===== config.mk =====
export PLATFORM = sky130hd
export DESIGN_NAME = packbits_run_length_decoder
export DESIGN_NICKNAME = d
export VERILOG_FILES = /design/src/hw/rtl/pkb_pkg.sv /design/src/hw/rtl/pkb_front.sv /design/src/hw/rtl/pkb_fifo.sv /design/src/hw/rtl/pkb_back.sv /design/src/hw/rtl/packbits_run_length_decoder.sv
export SDC_FILE = /design/constraint.sdc
export NUM_CORES = 1
export LEC_CHECK = 0
export ABC_CLOCK_PERIOD_IN_PS = 10500
export BUFFER_PORTS_ARGS = -buffer_cell sky130_fd_sc_hd__buf_2
export CORE_MARGIN = 3
export CORE_UTILIZATION = 57
export CTS_CLUSTER_DIAMETER = 100
export DETAILED_ROUTE_END_ITERATION = 10
export PLACE_DENSITY = 0.75
export SLEW_MARGIN = 30
export SYNTH_ARGS = -nofsm -noshare
export SYNTH_HDL_FRONTEND = slang
export SYNTH_SLANG_ARGS = --single-unit
export TNS_END_PERCENT = 50

===== constraint.sdc =====
create_clock -name aclk -period 10.5 [get_ports aclk]
set_input_delay 1.05 -clock aclk [delete_from_list [all_inputs] [get_ports aclk]]
set_output_delay 1.05 -clock aclk [all_outputs]
set_load 0.005 [all_outputs]

===== src/hw/rtl/pkb_pkg.sv =====
// Shared types and constants for the PackBits run-length decoder.
`timescale 1ns / 1ps

package pkb_pkg;

    // Configuration register indexes
    localparam int CFG_ADDR_W = 1;
    localparam logic [CFG_ADDR_W-1:0] CFG_SOURCE_LENGTH = 1'b0;
    localparam logic [CFG_ADDR_W-1:0] CFG_OUTPUT_LENGTH = 1'b1;

    // Header byte codes
    localparam logic [7:0] HDR_NOP = 8'h80;
    // Run count is 1 - h for h in -127..-1, i.e. 257 - byte
    localparam logic [8:0] RUN_BASE = 9'd257;

    // Result queue between the front and back parts
    localparam int FIFO_DEPTH = 4;

    typedef struct packed {
        logic       start_of_body;
        logic [7:0] source_byte;
    } in_item_t;

    typedef struct packed {
        logic       data_valid;
        logic [7:0] value;
        logic [7:0] repeat_count;
        logic       done_res;
        logic       status;
    } out_item_t;

    // Write request from the front part into the queue
    typedef struct packed {
        logic      valid;
        out_item_t item;
    } pkb_push_t;

endpackage


===== src/hw/rtl/pkb_front.sv =====
// Front part: accepts compressed bytes, tracks the decode state and forms results.
`timescale 1ns / 1ps

module pkb_front import pkb_pkg::*; #(
    parameter int LENGTH_BITS = 24
) (
    input  logic                   aclk,
    input  logic                   aresetn,
    input  logic                   s_valid,
    output logic                   s_ready,
    input  in_item_t               s_data,
    input  logic                   cfg_valid,
    input  logic [CFG_ADDR_W-1:0]  cfg_addr,
    input  logic [LENGTH_BITS-1:0] cfg_wdata,
    input  logic                   fifo_full,
    output pkb_push_t              push
);

    localparam int W = LENGTH_BITS + 1;

    typedef enum logic [1:0] {
        MODE_FINISHED,
        MODE_HEADER,
        MODE_LITERAL,
        MODE_RUN
    } mode_t;

    mode_t                  mode_reg, mode_next;
    logic [7:0]             remain_reg, remain_next;
    logic [7:0]             run_reg, run_next;
    logic [LENGTH_BITS-1:0] src_pos_reg, src_pos_next;
    logic [LENGTH_BITS-1:0] out_pos_reg, out_pos_next;
    logic [LENGTH_BITS-1:0] src_len_reg, out_len_reg;

    logic                   accept;
    logic                   start;
    logic [7:0]             b;
    mode_t                  mode0;
    logic [7:0]             remain0, run0;
    logic [LENGTH_BITS-1:0] sp0, op0;
    logic [W-1:0]           sl_w, ol_w;
    logic [W-1:0]           sp1_w, op_step_w, end_q;
    logic [8:0]             hdr_cnt;
    logic [W-1:0]           sp_plus, op_plus;
    logic                   lit_over, run_over;
    logic                   start_end, end_hit, end_status;
    out_item_t              res;
    logic                   has_res;

    assign s_ready = !fifo_full;
    assign accept  = s_valid && s_ready;
    assign start   = s_data.start_of_body;
    assign b       = s_data.source_byte;

    // A start byte abandons the current body
    assign mode0   = start ? MODE_HEADER : mode_reg;
    assign remain0 = start ? 8'd0 : remain_reg;
    assign run0    = start ? 8'd0 : run_reg;
    assign sp0     = start ? '0 : src_pos_reg;
    assign op0     = start ? '0 : out_pos_reg;

    assign sl_w = {1'b0, src_len_reg};
    assign ol_w = {1'b0, out_len_reg};

    // Position arithmetic
    assign sp1_w     = {1'b0, sp0} + W'(1);
    assign op_step_w = {1'b0, op0} + W'((mode0 == MODE_RUN) ? run0 : 8'd1);
    assign hdr_cnt   = b[7] ? (RUN_BASE - {1'b0, b}) : ({1'b0, b} + 9'd1);
    assign sp_plus   = sp1_w + W'(hdr_cnt);
    assign op_plus   = {1'b0, op0} + W'(hdr_cnt);
    assign lit_over  = (sp_plus > sl_w) || (op_plus > ol_w);
    assign run_over  = (sp1_w >= sl_w) || (op_plus > ol_w);

    // End check after a complete header, literal or run
    assign end_q      = (mode0 == MODE_HEADER) ? {1'b0, op0} : op_step_w;
    assign end_hit    = (sp1_w >= sl_w) || (end_q >= ol_w);
    assign end_status = (end_q != ol_w);
    assign start_end  = (src_len_reg == '0) || (out_len_reg == '0);

    // Next-state and result logic
    always_comb begin
        mode_next    = mode_reg;
        remain_next  = remain_reg;
        run_next     = run_reg;
        src_pos_next = src_pos_reg;
        out_pos_next = out_pos_reg;
        res          = '0;
        has_res      = 1'b0;
        if (accept) begin
            if (start) begin
                mode_next    = MODE_HEADER;
                remain_next  = 8'd0;
                run_next     = 8'd0;
                src_pos_next = '0;
                out_pos_next = '0;
            end
            if (start && start_end) begin
                mode_next    = MODE_FINISHED;
                has_res      = 1'b1;
                res.done_res = 1'b1;
                res.status   = (out_len_reg != '0);
            end else begin
                case (mode0)
                    MODE_HEADER: begin
                        src_pos_next = sp1_w[LENGTH_BITS-1:0];
                        if (!b[7]) begin
                            if (lit_over) begin
                                mode_next    = MODE_FINISHED;
                                has_res      = 1'b1;
                                res.done_res = 1'b1;
                                res.status   = 1'b1;
                            end else begin
                                remain_next = hdr_cnt[7:0];
                                mode_next   = MODE_LITERAL;
                            end
                        end else if (b != HDR_NOP) begin
                            if (run_over) begin
                                mode_next    = MODE_FINISHED;
                                has_res      = 1'b1;
                                res.done_res = 1'b1;
                                res.status   = 1'b1;
                            end else begin
                                run_next  = hdr_cnt[7:0];
                                mode_next = MODE_RUN;
                            end
                        end else if (end_hit) begin
                            mode_next    = MODE_FINISHED;
                            has_res      = 1'b1;
                            res.done_res = 1'b1;
                            res.status   = end_status;
                        end
                    end
                    MODE_LITERAL: begin
                        src_pos_next     = sp1_w[LENGTH_BITS-1:0];
                        out_pos_next     = op_step_w[LENGTH_BITS-1:0];
                        has_res          = 1'b1;
                        res.data_valid   = 1'b1;
                        res.value        = b;
                        res.repeat_count = 8'd1;
                        remain_next      = (remain0 != 8'd0) ? remain0 - 8'd1 : 8'd0;
                        if (remain0 <= 8'd1) begin
                            mode_next = MODE_HEADER;
                            if (end_hit) begin
                                mode_next    = MODE_FINISHED;
                                res.done_res = 1'b1;
                                res.status   = end_status;
                            end
                        end
                    end
                    MODE_RUN: begin
                        src_pos_next     = sp1_w[LENGTH_BITS-1:0];
                        out_pos_next     = op_step_w[LENGTH_BITS-1:0];
                        has_res          = 1'b1;
                        res.data_valid   = 1'b1;
                        res.value        = b;
                        res.repeat_count = run0;
                        run_next         = 8'd0;
                        mode_next        = MODE_HEADER;
                        if (end_hit) begin
                            mode_next    = MODE_FINISHED;
                            res.done_res = 1'b1;
                            res.status   = end_status;
                        end
                    end
                    default: begin
                        // finished: bytes are dropped until the next start
                    end
                endcase
            end
        end
    end

    assign push.valid = has_res;
    assign push.item  = res;

    // State and configuration registers
    always_ff @(posedge aclk) begin
        if (!aresetn) begin
            mode_reg    <= MODE_FINISHED;
            remain_reg  <= 8'd0;
            run_reg     <= 8'd0;
            src_pos_reg <= '0;
            out_pos_reg <= '0;
            src_len_reg <= LENGTH_BITS'(1);
            out_len_reg <= '0;
        end else begin
            mode_reg    <= mode_next;
            remain_reg  <= remain_next;
            run_reg     <= run_next;
            src_pos_reg <= src_pos_next;
            out_pos_reg <= out_pos_next;
            if (cfg_valid) begin
                case (cfg_addr)
                    CFG_SOURCE_LENGTH: src_len_reg <= cfg_wdata;
                    CFG_OUTPUT_LENGTH: out_len_reg <= cfg_wdata;
                    default: begin
                    end
                endcase
            end
        end
    end

endmodule


===== src/hw/rtl/pkb_fifo.sv =====
// Short result queue between the front and back parts.
`timescale 1ns / 1ps

module pkb_fifo import pkb_pkg::*; (
    input  logic      aclk,
    input  logic      aresetn,
    input  pkb_push_t push,
    input  logic      pop,
    output out_item_t head,
    output logic      empty,
    output logic      full
);

    localparam int PTR_W = $clog2(FIFO_DEPTH);
    localparam int CNT_W = $clog2(FIFO_DEPTH + 1);

    out_item_t          entries_reg [FIFO_DEPTH];
    logic [PTR_W-1:0]   wr_ptr_reg, rd_ptr_reg;
    logic [CNT_W-1:0]   count_reg;
    logic               do_push, do_pop;

    assign empty   = (count_reg == CNT_W'(0));
    assign full    = (count_reg == CNT_W'(FIFO_DEPTH));
    assign do_push = push.valid && !full;
    assign do_pop  = pop && !empty;
    assign head    = entries_reg[rd_ptr_reg];

    // Entry storage
    always_ff @(posedge aclk) begin
        if (do_push) begin
            entries_reg[wr_ptr_reg] <= push.item;
        end
    end

    // Pointers and fill count
    always_ff @(posedge aclk) begin
        if (!aresetn) begin
            wr_ptr_reg <= '0;
            rd_ptr_reg <= '0;
            count_reg  <= '0;
        end else begin
            if (do_push) begin
                wr_ptr_reg <= wr_ptr_reg + PTR_W'(1);
            end
            if (do_pop) begin
                rd_ptr_reg <= rd_ptr_reg + PTR_W'(1);
            end
            if (do_push && !do_pop) begin
                count_reg <= count_reg + CNT_W'(1);
            end else if (do_pop && !do_push) begin
                count_reg <= count_reg - CNT_W'(1);
            end
        end
    end

endmodule


===== src/hw/rtl/pkb_back.sv =====
// Back part: moves queued results into the output register for the receiver.
`timescale 1ns / 1ps

module pkb_back import pkb_pkg::*; (
    input  logic      aclk,
    input  logic      aresetn,
    input  out_item_t head,
    input  logic      empty,
    output logic      pop,
    output logic      m_valid,
    input  logic      m_ready,
    output out_item_t m_data
);

    logic      m_valid_reg;
    out_item_t m_data_reg;

    // Load when the register is free or being drained this cycle
    assign pop     = !empty && (!m_valid_reg || m_ready);
    assign m_valid = m_valid_reg;
    assign m_data  = m_data_reg;

    always_ff @(posedge aclk) begin
        if (!aresetn) begin
            m_valid_reg <= 1'b0;
        end else if (pop) begin
            m_valid_reg <= 1'b1;
        end else if (m_ready) begin
            m_valid_reg <= 1'b0;
        end
    end

    always_ff @(posedge aclk) begin
        if (pop) begin
            m_data_reg <= head;
        end
    end

endmodule


===== src/hw/rtl/packbits_run_length_decoder.sv =====
// Top level of the PackBits run-length decoder.
`timescale 1ns / 1ps
//
// Usage:
//   s_ channel: one compressed byte per request, start_of_body marks the first
//   byte of a body and restarts the counters.
//   m_ channel: zero or one result per input byte: a value/count pair, a done
//   flag with status (0 ok, 1 truncated), or both together.
//   cfg_ channel: index 0 writes source_length, index 1 writes output_length;
//   always ready, write only while no request is in flight.
// Throughput: one byte per cycle while the result queue has room; the decode
//   state is updated in the cycle a byte is accepted, so consecutive bytes never wait on each other.
// Path: a result is written into the queue at the edge that accepts its byte,
//   then loaded from the queue head into the output register when that register is free or being drained.
// Stall: a four-entry result queue sits between the decode front and the
//   output register; s_ready drops only when that queue is full.
// Reset: aresetn (synchronous, active low) empties the queue, clears m_valid,
//   sets source_length to 1, output_length to 0 and the decoder to finished,
//   so bytes are dropped until a start byte arrives.

module packbits_run_length_decoder import pkb_pkg::*; #(
    parameter int LENGTH_BITS = 24
) (
    input  logic                   aclk,
    input  logic                   aresetn,
    input  logic                   s_valid,
    output logic                   s_ready,
    input  in_item_t               s_data,
    output logic                   m_valid,
    input  logic                   m_ready,
    output out_item_t              m_data,
    input  logic                   cfg_valid,
    output logic                   cfg_ready,
    input  logic [CFG_ADDR_W-1:0]  cfg_addr,
    input  logic [LENGTH_BITS-1:0] cfg_wdata
);

    pkb_push_t push;
    out_item_t head;
    logic      empty, full, pop;

    assign cfg_ready = 1'b1;

    pkb_front #(
        .LENGTH_BITS(LENGTH_BITS)
    ) u_front (
        .aclk      (aclk),
        .aresetn   (aresetn),
        .s_valid   (s_valid),
        .s_ready   (s_ready),
        .s_data    (s_data),
        .cfg_valid (cfg_valid),
        .cfg_addr  (cfg_addr),
        .cfg_wdata (cfg_wdata),
        .fifo_full (full),
        .push      (push)
    );

    pkb_fifo u_fifo (
        .aclk    (aclk),
        .aresetn (aresetn),
        .push    (push),
        .pop     (pop),
        .head    (head),
        .empty   (empty),
        .full    (full)
    );

    pkb_back u_back (
        .aclk    (aclk),
        .aresetn (aresetn),
        .head    (head),
        .empty   (empty),
        .pop     (pop),
        .m_valid (m_valid),
        .m_ready (m_ready),
        .m_data  (m_data)
    );

    // A result always carries data or a done flag
    a_result_nonempty: assert property (@(posedge aclk) disable iff (!aresetn)
        m_valid |-> (m_data.data_valid || m_data.done_res))
        else $error("empty result on m_ channel");

    // Decoded data has a count of 1..128
    a_count_range: assert property (@(posedge aclk) disable iff (!aresetn)
        (m_valid && m_data.data_valid) |->
            (m_data.repeat_count != 8'd0 && m_data.repeat_count <= 8'd128))
        else $error("repeat_count out of range");

    // No data means zero value and count
    a_nodata_zero: assert property (@(posedge aclk) disable iff (!aresetn)
        (m_valid && !m_data.data_valid) |->
            (m_data.value == 8'd0 && m_data.repeat_count == 8'd0))
        else $error("stale data fields without data_valid");

    // Status only accompanies done
    a_status_done: assert property (@(posedge aclk) disable iff (!aresetn)
        (m_valid && !m_data.done_res) |-> !m_data.status)
        else $error("status set without done_res");

endmodule


* After elaboration in Yosys (flattened, before gate mapping) *
Memories as Yosys holds them, arrays and structs flattened. A register that Yosys moved wholly into a read port is not among the register bits.
Index checks and enable logic that the tools add are counted.
Widths: inputs -> output; s select.

operators by class
  reductions and logical operators = 28
  add/sub/neg operators = 11
  equality and inequality tests = 6
  multiply operators = 0
  shift operators = 0
  div/mod/pow operators = 0
  muxes and demuxes = 56
  $lt $le $gt $ge = 5
  bitwise logic cells = 1

operator list
  operator               count
  $mux 24                6
  $mux 8                 11
  $ge 25x24->1           2
  $gt 25x24->1           2
  $logic_not 24->1       2
  $pmux 17 s2            1
  $pmux 8 s2             2
  $mux 2                 15
  $add 24x1->25 const B  1
  $add 24x25->25         1
  $add 24x9->25          1
  $add 25x9->25          1
  $mux 25                1
  $ne 25x24->1           1
  $reduce_bool 24->1     1
  $mux 19                1
  $mux 17                1
  $mux 1                 12
  $pmux 2 s3             2
  $add 8x1->9 const B    1
  $mux 9                 1
  $sub 9x8->9 const A    1
  $le 8x1->1 const B     1
  $ne 8x8->1 const B     1
  19 further kinds       38

storage, ports and cells
  memories kept = 1
  bits in writable memories = 76
  input bits = 39
  latch bits = 0
  register bits = 122
  bits in read-only memories = 0
  logic and storage cells = 119

memory list
  memory              words  bits a word  read ports  clocked after Yosys merged registers in  write ports  line            source
  u_fifo.entries_reg  4      19           1           1                                        1            pkb_fifo.sv:17  out_item_t entries_reg [FIFO_DEPTH];

* Logic depth before layout (Yosys ltp) *
Gate-level depths: netlist of run 1.

  depth after elaboration = 18
  depth in mapped cells = 36

* By module *
Synthesis of run 1 repeated with hierarchy kept, for this count alone.

second synthesis, totals
  cells, all modules = 1620
  area total of the unflattened synthesis = 14565.2 um2

by module, submodules not included
  module                       instances  seq. area each (um2)  area each (um2)  cells each
  pkb_front                    1          2282.2                10687.8          1448
  pkb_fifo                     1          2462.4                3251.9           147
  pkb_back                     1          590.6                 614.3            23
  packbits_run_length_decoder  1          0.0                   11.3             2

* Worst setup path before layout of run 1 *
OpenSTA, ideal clock, no wires.

  kind = input to register
  from = input port s_data[8] (netlist name)
  to = register u_fifo.count_reg[2]
  required time = 10.424 ns
  stages on the path = 33
  path buffers = 6
  library setup time = 0.076 ns
  arrival time = 8.207 ns
  path slack = 2.217 ns
  cells stage by stage = clkbuf_1 > clkbuf_1 > clkbuf_1 > clkbuf_1 > clkbuf_1 > nor2b_1 > and2_1 > ha_1 > a21o_1 > o21ai_0 > a21boi_0 > o21ai_0 > a21oi_1 > a2111oi_0 > or3_1 > clkbuf_1 > nor2_1 > xor2_1 > ha_1 > nand4_1 > nor4_1 > and4b_1 > nor2_1 > or4b_2 > nor3_1 > or3_4 > a221oi_4 > ha_1 > inv_1 > fa_1 > xor2_1 > or3_1 > a21boi_0

on the way
  cells in the longest elaborated chain, start to end = 17
  elaborated cells between the ends (all ways) = 36
  classes of those cells = add/sub (4); order compare (4); eq/ne (3); mux (15); reduce/logical (10)

RTL lines
  what                                                                    line                               source
  start, declared                                                         packbits_run_length_decoder.sv:28  input in_item_t s_data,
  parallel branches: the longest is 11 deep, another holds $add 24x1->25  n/a
  $mux 1 (*)                                                              pkb_front.sv:97                    if (start && start_end) begin
  $mux 1 (*)                                                              pkb_front.sv:89                    if (accept) begin
  $logic_and 1x1->1 (*)                                                   pkb_fifo.sv:24                     assign do_push = push.valid && !full;
  net u_fifo.do_push                                                      pkb_fifo.sv:20                     logic do_push, do_pop;
  $logic_not 1->1                                                         pkb_fifo.sv:50                     end else if (do_pop && !do_push) begin
  $logic_and 1x1->1                                                       pkb_fifo.sv:50
  $reduce_bool 2->1 (no source line)                                      n/a
  end signal, assigned                                                    pkb_fifo.sv:49                     count_reg <= count_reg + CNT_W'(1);
  end signal, assigned                                                    pkb_fifo.sv:51                     count_reg <= count_reg - CNT_W'(1);
  end, declared                                                           pkb_fifo.sv:19                     logic [CNT_W-1:0] count_reg;

Mark *: on every way through the listed nets, which the timed path passes.
A chain may end at the register's enable or synchronous reset.

* Worst setup path in the final report of run 1 *
Same ends and word-level chain as after synthesis.

==> results of run 1 <==
## how the worst min path moves through the flow
stage                         end  cells past startpoint  slack (ns)               start
6_report       u_front.run_reg[0]                      1        0.48  u_front.run_reg[0]
5_1_grt        u_front.run_reg[7]                      1        0.50  u_front.run_reg[7]
4_1_cts        u_front.run_reg[0]                      1        0.48  u_front.run_reg[0]
3_5_place_dp   u_front.run_reg[7]                      1        0.46  u_front.run_reg[7]
3_3_place_gp   u_front.run_reg[7]                      1        0.46  u_front.run_reg[7]
2_1_floorplan  u_front.run_reg[6]                      1        0.44  u_front.run_reg[6]
## metrics by stage
| stage | total power (uW) | instances | setup slack [ns] | hold slack [ns] | utilization |
|---|---|---|---|---|---|
| 2_1_floorplan | 1346 | 1667 | 2.217 | 0.4407 | - |
| 5_1_grt | 2502 | 2042 | 1.705 | 0.5049 | 0.6388 |
| 3_5_place_dp | 1516 | 1998 | 2.010 | 0.4622 | 0.6049 |
| 6_report | 2400 | 2042 | 2.328 | 0.4817 | 0.6388 |
| 3_3_place_gp | 1503 | 1998 | 2.220 | 0.4591 | 0.6049 |
| 4_1_cts | 2416 | 2042 | 2.509 | 0.4805 | 0.6383 |
## where the power goes
group / leakage, uW / total, uW / internal [uW] / switching, uW
registers: 0.00182 / 1010 / 967 / 44.9
logic: 0.00401 / 493 / 203 / 290
clock network: 0.000413 / 895 / 547 / 348
## cell usage in the layout (no fill, tap or decap), types with 16 or more instances in the layout
cell / instances
a21boi_0: 60
a21o_1: 16
a21oi_1: 88
a22oi_1: 25
and2_1: 27
and3_1: 20
buf_2: 59
clkbuf_16: 25
dfxtp_1: 121
edfxtp_1: 95
ha_1: 139
inv_1: 91
mux4_2: 19
nand2_1: 219
nand3_1: 45
nand4_1: 32
nor2_1: 104
nor2b_1: 59
nor3_1: 34
nor4_1: 26
o21ai_0: 80
xnor2_1: 49
xor2_1: 34
## per-layer routing
layer	track usage	wire, um	vias up
met2	0.4610	18790	529
met3	0.03822	2860	106
met5	0	0	-
met1	0.3906	17510	6131
li1	-	-	6083
met4	0.09362	1343	0
## area by class of cell
type,instances,share of cell area
flip-flops and latches,217,0.3274
clock buffers,33,0.04114
clock inverters,11,0.01114
inverters,92,0.02135
well taps,330,0.02552
repair buffers,73,0.02498
multi-input cells,1286,0.5485
## worst max-delay path: cells and delay by family
kind | cells | cell delay [ns]
compound gates | 4 | 0.92
xor+xnor | 2 | 0.31
fa+ha+maj | 5 | 1.58
simple gates | 17 | 3.89
buf+inv | 5 | 0.81
## kinds of logic after synthesis
kind of cell,share of synthesized area
muxes,0.03938
DFF,0.3584
and+or+nand+nor,0.2139
buffers and inverters,0.04226
other,0.0005084
AOI/OAI and AO/OA,0.1732
xor gates and xnor gates,0.04921
adders and majority gates,0.1231
==> results.json, run 1 <==
{
  "die_h_um": 167.0,
  "dieArea_sq_um": 27890,
  "slowest_stage": "nor4_1",
  "ctsHoldBuffers": 0,
  "synth_flop_cell": "dfxtp_1",
  "setup_tns_ns": 0,
  "cap_violations": 0,
  "status": "complete, no violations",
  "placementRows": 58,
  "synth-edff-count": 95,
  "antenna_found_initial": 0,
  "yosysSeqAreaShare": 0.3584,
  "synth_top_cells_by_count": "nand2_1, ha_1, dfxtp_1",
  "drtIter0Drc": 1210,
  "final-seq-area_sq_um": 5296,
  "io_pins": 61,
  "synth.avg_cell_area_sq_um": 8.867,
  "ant_nets": 0,
  "cts_resized": 0,
  "crit_end": "u_fifo.count_reg[2]",
  "worst-path-max-fanout": 28,
  "crit_path_start": "s_data[8]",
  "slew_headroom": 0.3589,
  "gp_congestion": 0.9776,
  "grt_max_degree": 113,
  "synth-seq-cells": 217,
  "synth.yosys.warnings": 0,
  "drive_above_1_share": 0.09171,
  "async_flop_share": 0,
  "synth.area.top_cells": "edfxtp_1, dfxtp_1, ha_1, nand2_1, a21boi_0",
  "clk_latency_ns": 0.52,
  "drc_errors": 0,
  "synth.most_common_cell": "nand2_1",
  "grt_pass1_vias": 12320,
  "synth_top_cell_by_area": "edfxtp_1",
  "setup_viol": 0,
  "rr_worst_depth": 31,
  "timing.rr.start": "u_front.mode_reg[1]",
  "worst_clock_skew_ns": 0.01970,
  "finalCritPeriodShare": 0.7783,
  "period_minus_slack_ns": 8.172,
  "tightest_slew_ns": 0.9543,
  "hold_class": "reg2reg",
  "rsz0062_at_grt": "false",
  "cts_tree": "done",
  "cts_max_level": 1,
  "cpPeakStageDelay_ns": 0.44,
  "fillerInstances": 2130,
  "placed_area_sq_um": 15320,
  "clockRootBuffer": "clkbuf_16",
  "cts-buffers-inserted": 24,
  "fp.dieW_um": 167.0,
  "maxSlewViolCount": 0,
  "layout.nets": 1876,
  "wl_per_cell_um": 19.83,
  "r2r_end": "u_fifo.count_reg[2]",
  "syn-cell-area_sq_um": 14770,
  "ir_drop_mv": 0.1646,
  "hold_violations": 0,
  "clock.fmax_ghz": 0.1224,
  "cp.arrival_ns": 8.61,
  "largest_register_ffs": 76,
  "multi_input_area_sq_um": 8874,
  "area.growth.synth_to_final_pct": 9.511,
  "synthCells": 1666,
  "r2r_setup_slack_ns": 2.66,
  "critPathKind": "in2reg",
  "synthDominantCellAreaShare": 0.1931,
  "end_kind": "flop",
  "final_cell_area_sq_um": 16180,
  "firstDrtPassIters": 6,
  "portBuffers": 59,
  "grt_pass1_wl_mm": 64.92,
  "viasPerCell": 6.292,
  "vias": 12850,
  "p_leak_uw": 0.006249,
  "wirelength_mm": 40.50,
  "cts_sinks": 217,
  "clk_path_buf_depth": 3,
  "startpoint_type": "input port",
  "grt-ovfl-total": 0,
  "n_antenna_cell": 0,
  "core_sq_um": 25330,
  "hpwlAfterDp_mm": 30.35,
  "synth_cell_types": 79,
  "post_cts_buffers": 0,
  "power.density_nw_per_um2": 148.4,
  "grtUsageTotal": 0.2825,
  "clk_pin_slew_worst_paths_ns": 0.06,
  "required_ns": 10.94,
  "start_util": 0.5833
}
Power figures use the tool's default switching activity.
==> inputs of run 2 (changes only) <==
--- a/config.mk
+++ b/config.mk
@@ -5,13 +5,14 @@
 export SDC_FILE = /design/constraint.sdc
 export NUM_CORES = 1
 export LEC_CHECK = 0
-export ABC_CLOCK_PERIOD_IN_PS = 10500
+export ABC_AREA = 1
+export ABC_CLOCK_PERIOD_IN_PS = 6600
 export BUFFER_PORTS_ARGS = -buffer_cell sky130_fd_sc_hd__buf_2
 export CORE_MARGIN = 3
 export CORE_UTILIZATION = 57
 export CTS_CLUSTER_DIAMETER = 100
 export DETAILED_ROUTE_END_ITERATION = 10
-export PLACE_DENSITY = 0.75
+export PLACE_DENSITY = 0.77
 export SLEW_MARGIN = 30
 export SYNTH_ARGS = -nofsm -noshare
 export SYNTH_HDL_FRONTEND = slang
==> constraint.sdc (replaced) <==
create_clock -name aclk -period 6.6 [get_ports aclk]
set_input_delay 0.66 -clock aclk [delete_from_list [all_inputs] [get_ports aclk]]
set_output_delay 0.66 -clock aclk [all_outputs]
set_load 0.005 [all_outputs]
==> results.json, run 2 <==
{
  "cp_top_family": "simple AND/OR/NAND/NOR gates",
  "critPathKind": "in2reg",
  "hold_violations": 0,
  "portBuffers": 59,
  "synth_fa_ha_area_frac": 0.1162,
  "cts_tree": "done",
  "grtUsageTotal": 0.3014,
  "cts_max_level": 1,
  "grt-ovfl-total": 0,
  "gp_congestion": 0.9743,
  "multi_input_area_sq_um": 9057,
  "clk_pin_slew_worst_paths_ns": 0.06,
  "cap_violations": 0,
  "start_util": 0.5809,
  "maxSlewViolCount": 0,
  "clockRootBuffer": "clkbuf_16",
  "switching_share": 0.3493,
  "yosysSeqAreaShare": 0.3382,
  "slew_headroom": 0.4117,
  "clk_latency_ns": 0.55,
  "gr-usage-met2": 0.5078,
  "die_h_um": 171.7,
  "final_common_cell": "nand2_1",
  "grt_use_met3": 0.04252,
  "grt_pass1_wl_mm": 71.96,
  "synth_compound_area_frac": 0.1541,
  "cpPeakStageDelay_ns": 0.38,
  "cts-buffers-inserted": 25,
  "async_flop_share": 0,
  "cp.arrival_ns": 6.45,
  "drive_above_1_share": 0.1298,
  "largest_register_ffs": 76,
  "hold_class": "in2reg",
  "fp.dieW_um": 171.7,
  "synth_flop_cell": "dfxtp_1",
  "period_minus_slack_ns": 6.028,
  "synth_top_cells_by_count": "nand2_1, inv_1, a21oi_1",
  "synth-edff-count": 95,
  "fillerInstances": 2393,
  "placed_cells": 2590,
  "clk_path_buf_depth": 3,
  "use_met1": 0.3972,
  "pwr-share-comb": 0.303,
  "finalCritPeriodShare": 0.9134,
  "ant_nets": 0,
  "drtIter0Drc": 1299,
  "p_sw_uw": 1504,
  "place_ws_ns": -0.4029,
  "final-seq-area_sq_um": 5295,
  "syn-cell-area_sq_um": 15660,
  "grt-busiest-layer": "met2",
  "synth.avg_cell_area_sq_um": 7.265,
  "synth.yosys.warnings": 0,
  "antenna_found_initial": 0,
  "area.growth.synth_to_final_pct": 13.67,
  "setup_viol": 0,
  "synthCells": 2155,
  "status": "complete, no violations",
  "core_sq_um": 26950,
  "firstDrtPassIters": 5,
  "power.density_nw_per_um2": 242.0,
  "dieArea_sq_um": 29490,
  "wl_per_cell_um": 16.93,
  "p_seq_frac": 0.382,
  "placementRows": 60,
  "fin_ws_ns": 0.5716,
  "io_pins": 61,
  "vias": 15000,
  "slowest_stage": "fa_1",
  "synth-seq-cells": 217,
  "layout.nets": 2460,
  "synth_top_cell_by_area": "edfxtp_1",
  "viasPerCell": 5.690,
  "synthDominantCellAreaShare": 0.1822,
  "drc_errors": 0,
  "clock.fmax_ghz": 0.1659,
  "wirelength_mm": 44.63,
  "synth.most_common_cell": "nand2_1",
  "synth.area.top_cells": "edfxtp_1, dfxtp_1, nand2_1, ha_1, a21oi_1",
  "synthSimpleGateAreaFrac": 0.2593,
  "synthXorXnorAreaFrac": 0.04452,
  "fin_cells": 2636,
  "p_leak_uw": 0.007599,
  "startpoint_type": "input port",
  "grt_max_degree": 68,
  "path_buf_inv": 6,
  "end_kind": "flop",
  "ir_drop_mv": 0.1528,
  "hold_ws_ns": 0.3692,
  "worst-path-max-fanout": 4,
  "synth_cell_types": 49,
  "hpwlAfterDp_mm": 33.43,
  "required_ns": 7.03,
  "power_frac_clock": 0.315,
  "final_cell_mix": "nand2_1, inv_1, a21oi_1",
  "p_int_uw": 2802,
  "grt_pass1_vias": 14190,
  "synth_top_family_by_area": "simple AND/OR/NAND/NOR gates",
  "synthMuxAreaShare": 0,
  "tightest_slew_ns": 0.8825,
  "n_antenna_cell": 0,
  "cts_sinks": 217,
  "critPathMostFrequentCell": "nand2_1",
  "worst_clock_skew_ns": 0.01004
}
run 2: layer usage:
layer | vias up | part of all wire
met4 | 0 | 0.039
li1 | 7434 | -
met2 | 532 | 0.46
met5 | - | 0
met3 | 117 | 0.065
met1 | 6916 | 0.43
run 2: cell type report:
cell class,instances,area share
Inverter,272,0.05752
Tap cell,341,0.02398
Clock inverter,11,0.005906
Timing Repair Buffer,172,0.06750
Multi-Input combinational cell,1590,0.5090
Clock buffer,33,0.03853
Sequential cell,217,0.2976
run 2: logic make-up after synthesis:
family | Yosys count
buffers and inverters | 349
adders and majority gates | 143
and+or+nand+nor | 910
other | 2
DFF | 217
AOI/OAI and AO/OA | 457
xor gates and xnor gates | 77
run 2: final timing paths:
kind | start | to | slack (ns) | depth (start not counted)
max | s_data[1] | u_fifo.count_reg[2] | 0.57 | 51
min | cfg_wdata[0] | u_front.src_len_reg[0] | 0.37 | 3
max reg2reg | u_front.mode_reg[1] | u_fifo.count_reg[1] | 0.61 | 45
min reg2reg | u_front.remain_reg[0] | u_front.remain_reg[0] | 0.46 | 2
run 2: repair_timing:
action | in CTS | in global routing
hold buffers | 0 | 0
setup buffers | 0 | 2
endpoints found under the setup margin | 0 | 79
resized for setup | 0 | 22
run 2: through the flow:
| stage | instance area, sq um | setup TNS (ns) | total power, uW | utilization |
|---|---|---|---|---|
| 2_1_floorplan | 15660 | 0 | 2515 | - |
| 3_3_place_gp | 16930 | -0.3681 | 2911 | 0.6281 |
| 3_5_place_dp | 16930 | -0.5741 | 2954 | 0.6281 |
| 4_1_cts | 17720 | 0 | 4303 | 0.6575 |
| 5_1_grt | 17790 | -0.01407 | 4556 | 0.6603 |
| 6_report | 17790 | 0 | 4306 | 0.6603 |
run 2: power by group through the flow:
| stage | clock network (uW) | registers (uW) | logic (uW) |
|---|---|---|---|
| after global routing | 1420 | 1660 | 1470 |
| after detailed placement | 0 | 1670 | 1280 |
| final | 1360 | 1640 | 1310 |
| after floorplan | 0 | 1670 | 840 |
| after global placement | 0 | 1670 | 1240 |
| after CTS | 1370 | 1640 | 1290 |
run 2: worst register-to-register path, delay by kind of cell (launching register included):
family          cells  cell delay, ns
xor+xnor            1            0.19
fa+ha+maj           6            1.81
compound gates      5            0.67
flops               1            0.33
simple gates       28            2.45
buf+inv             5            0.43
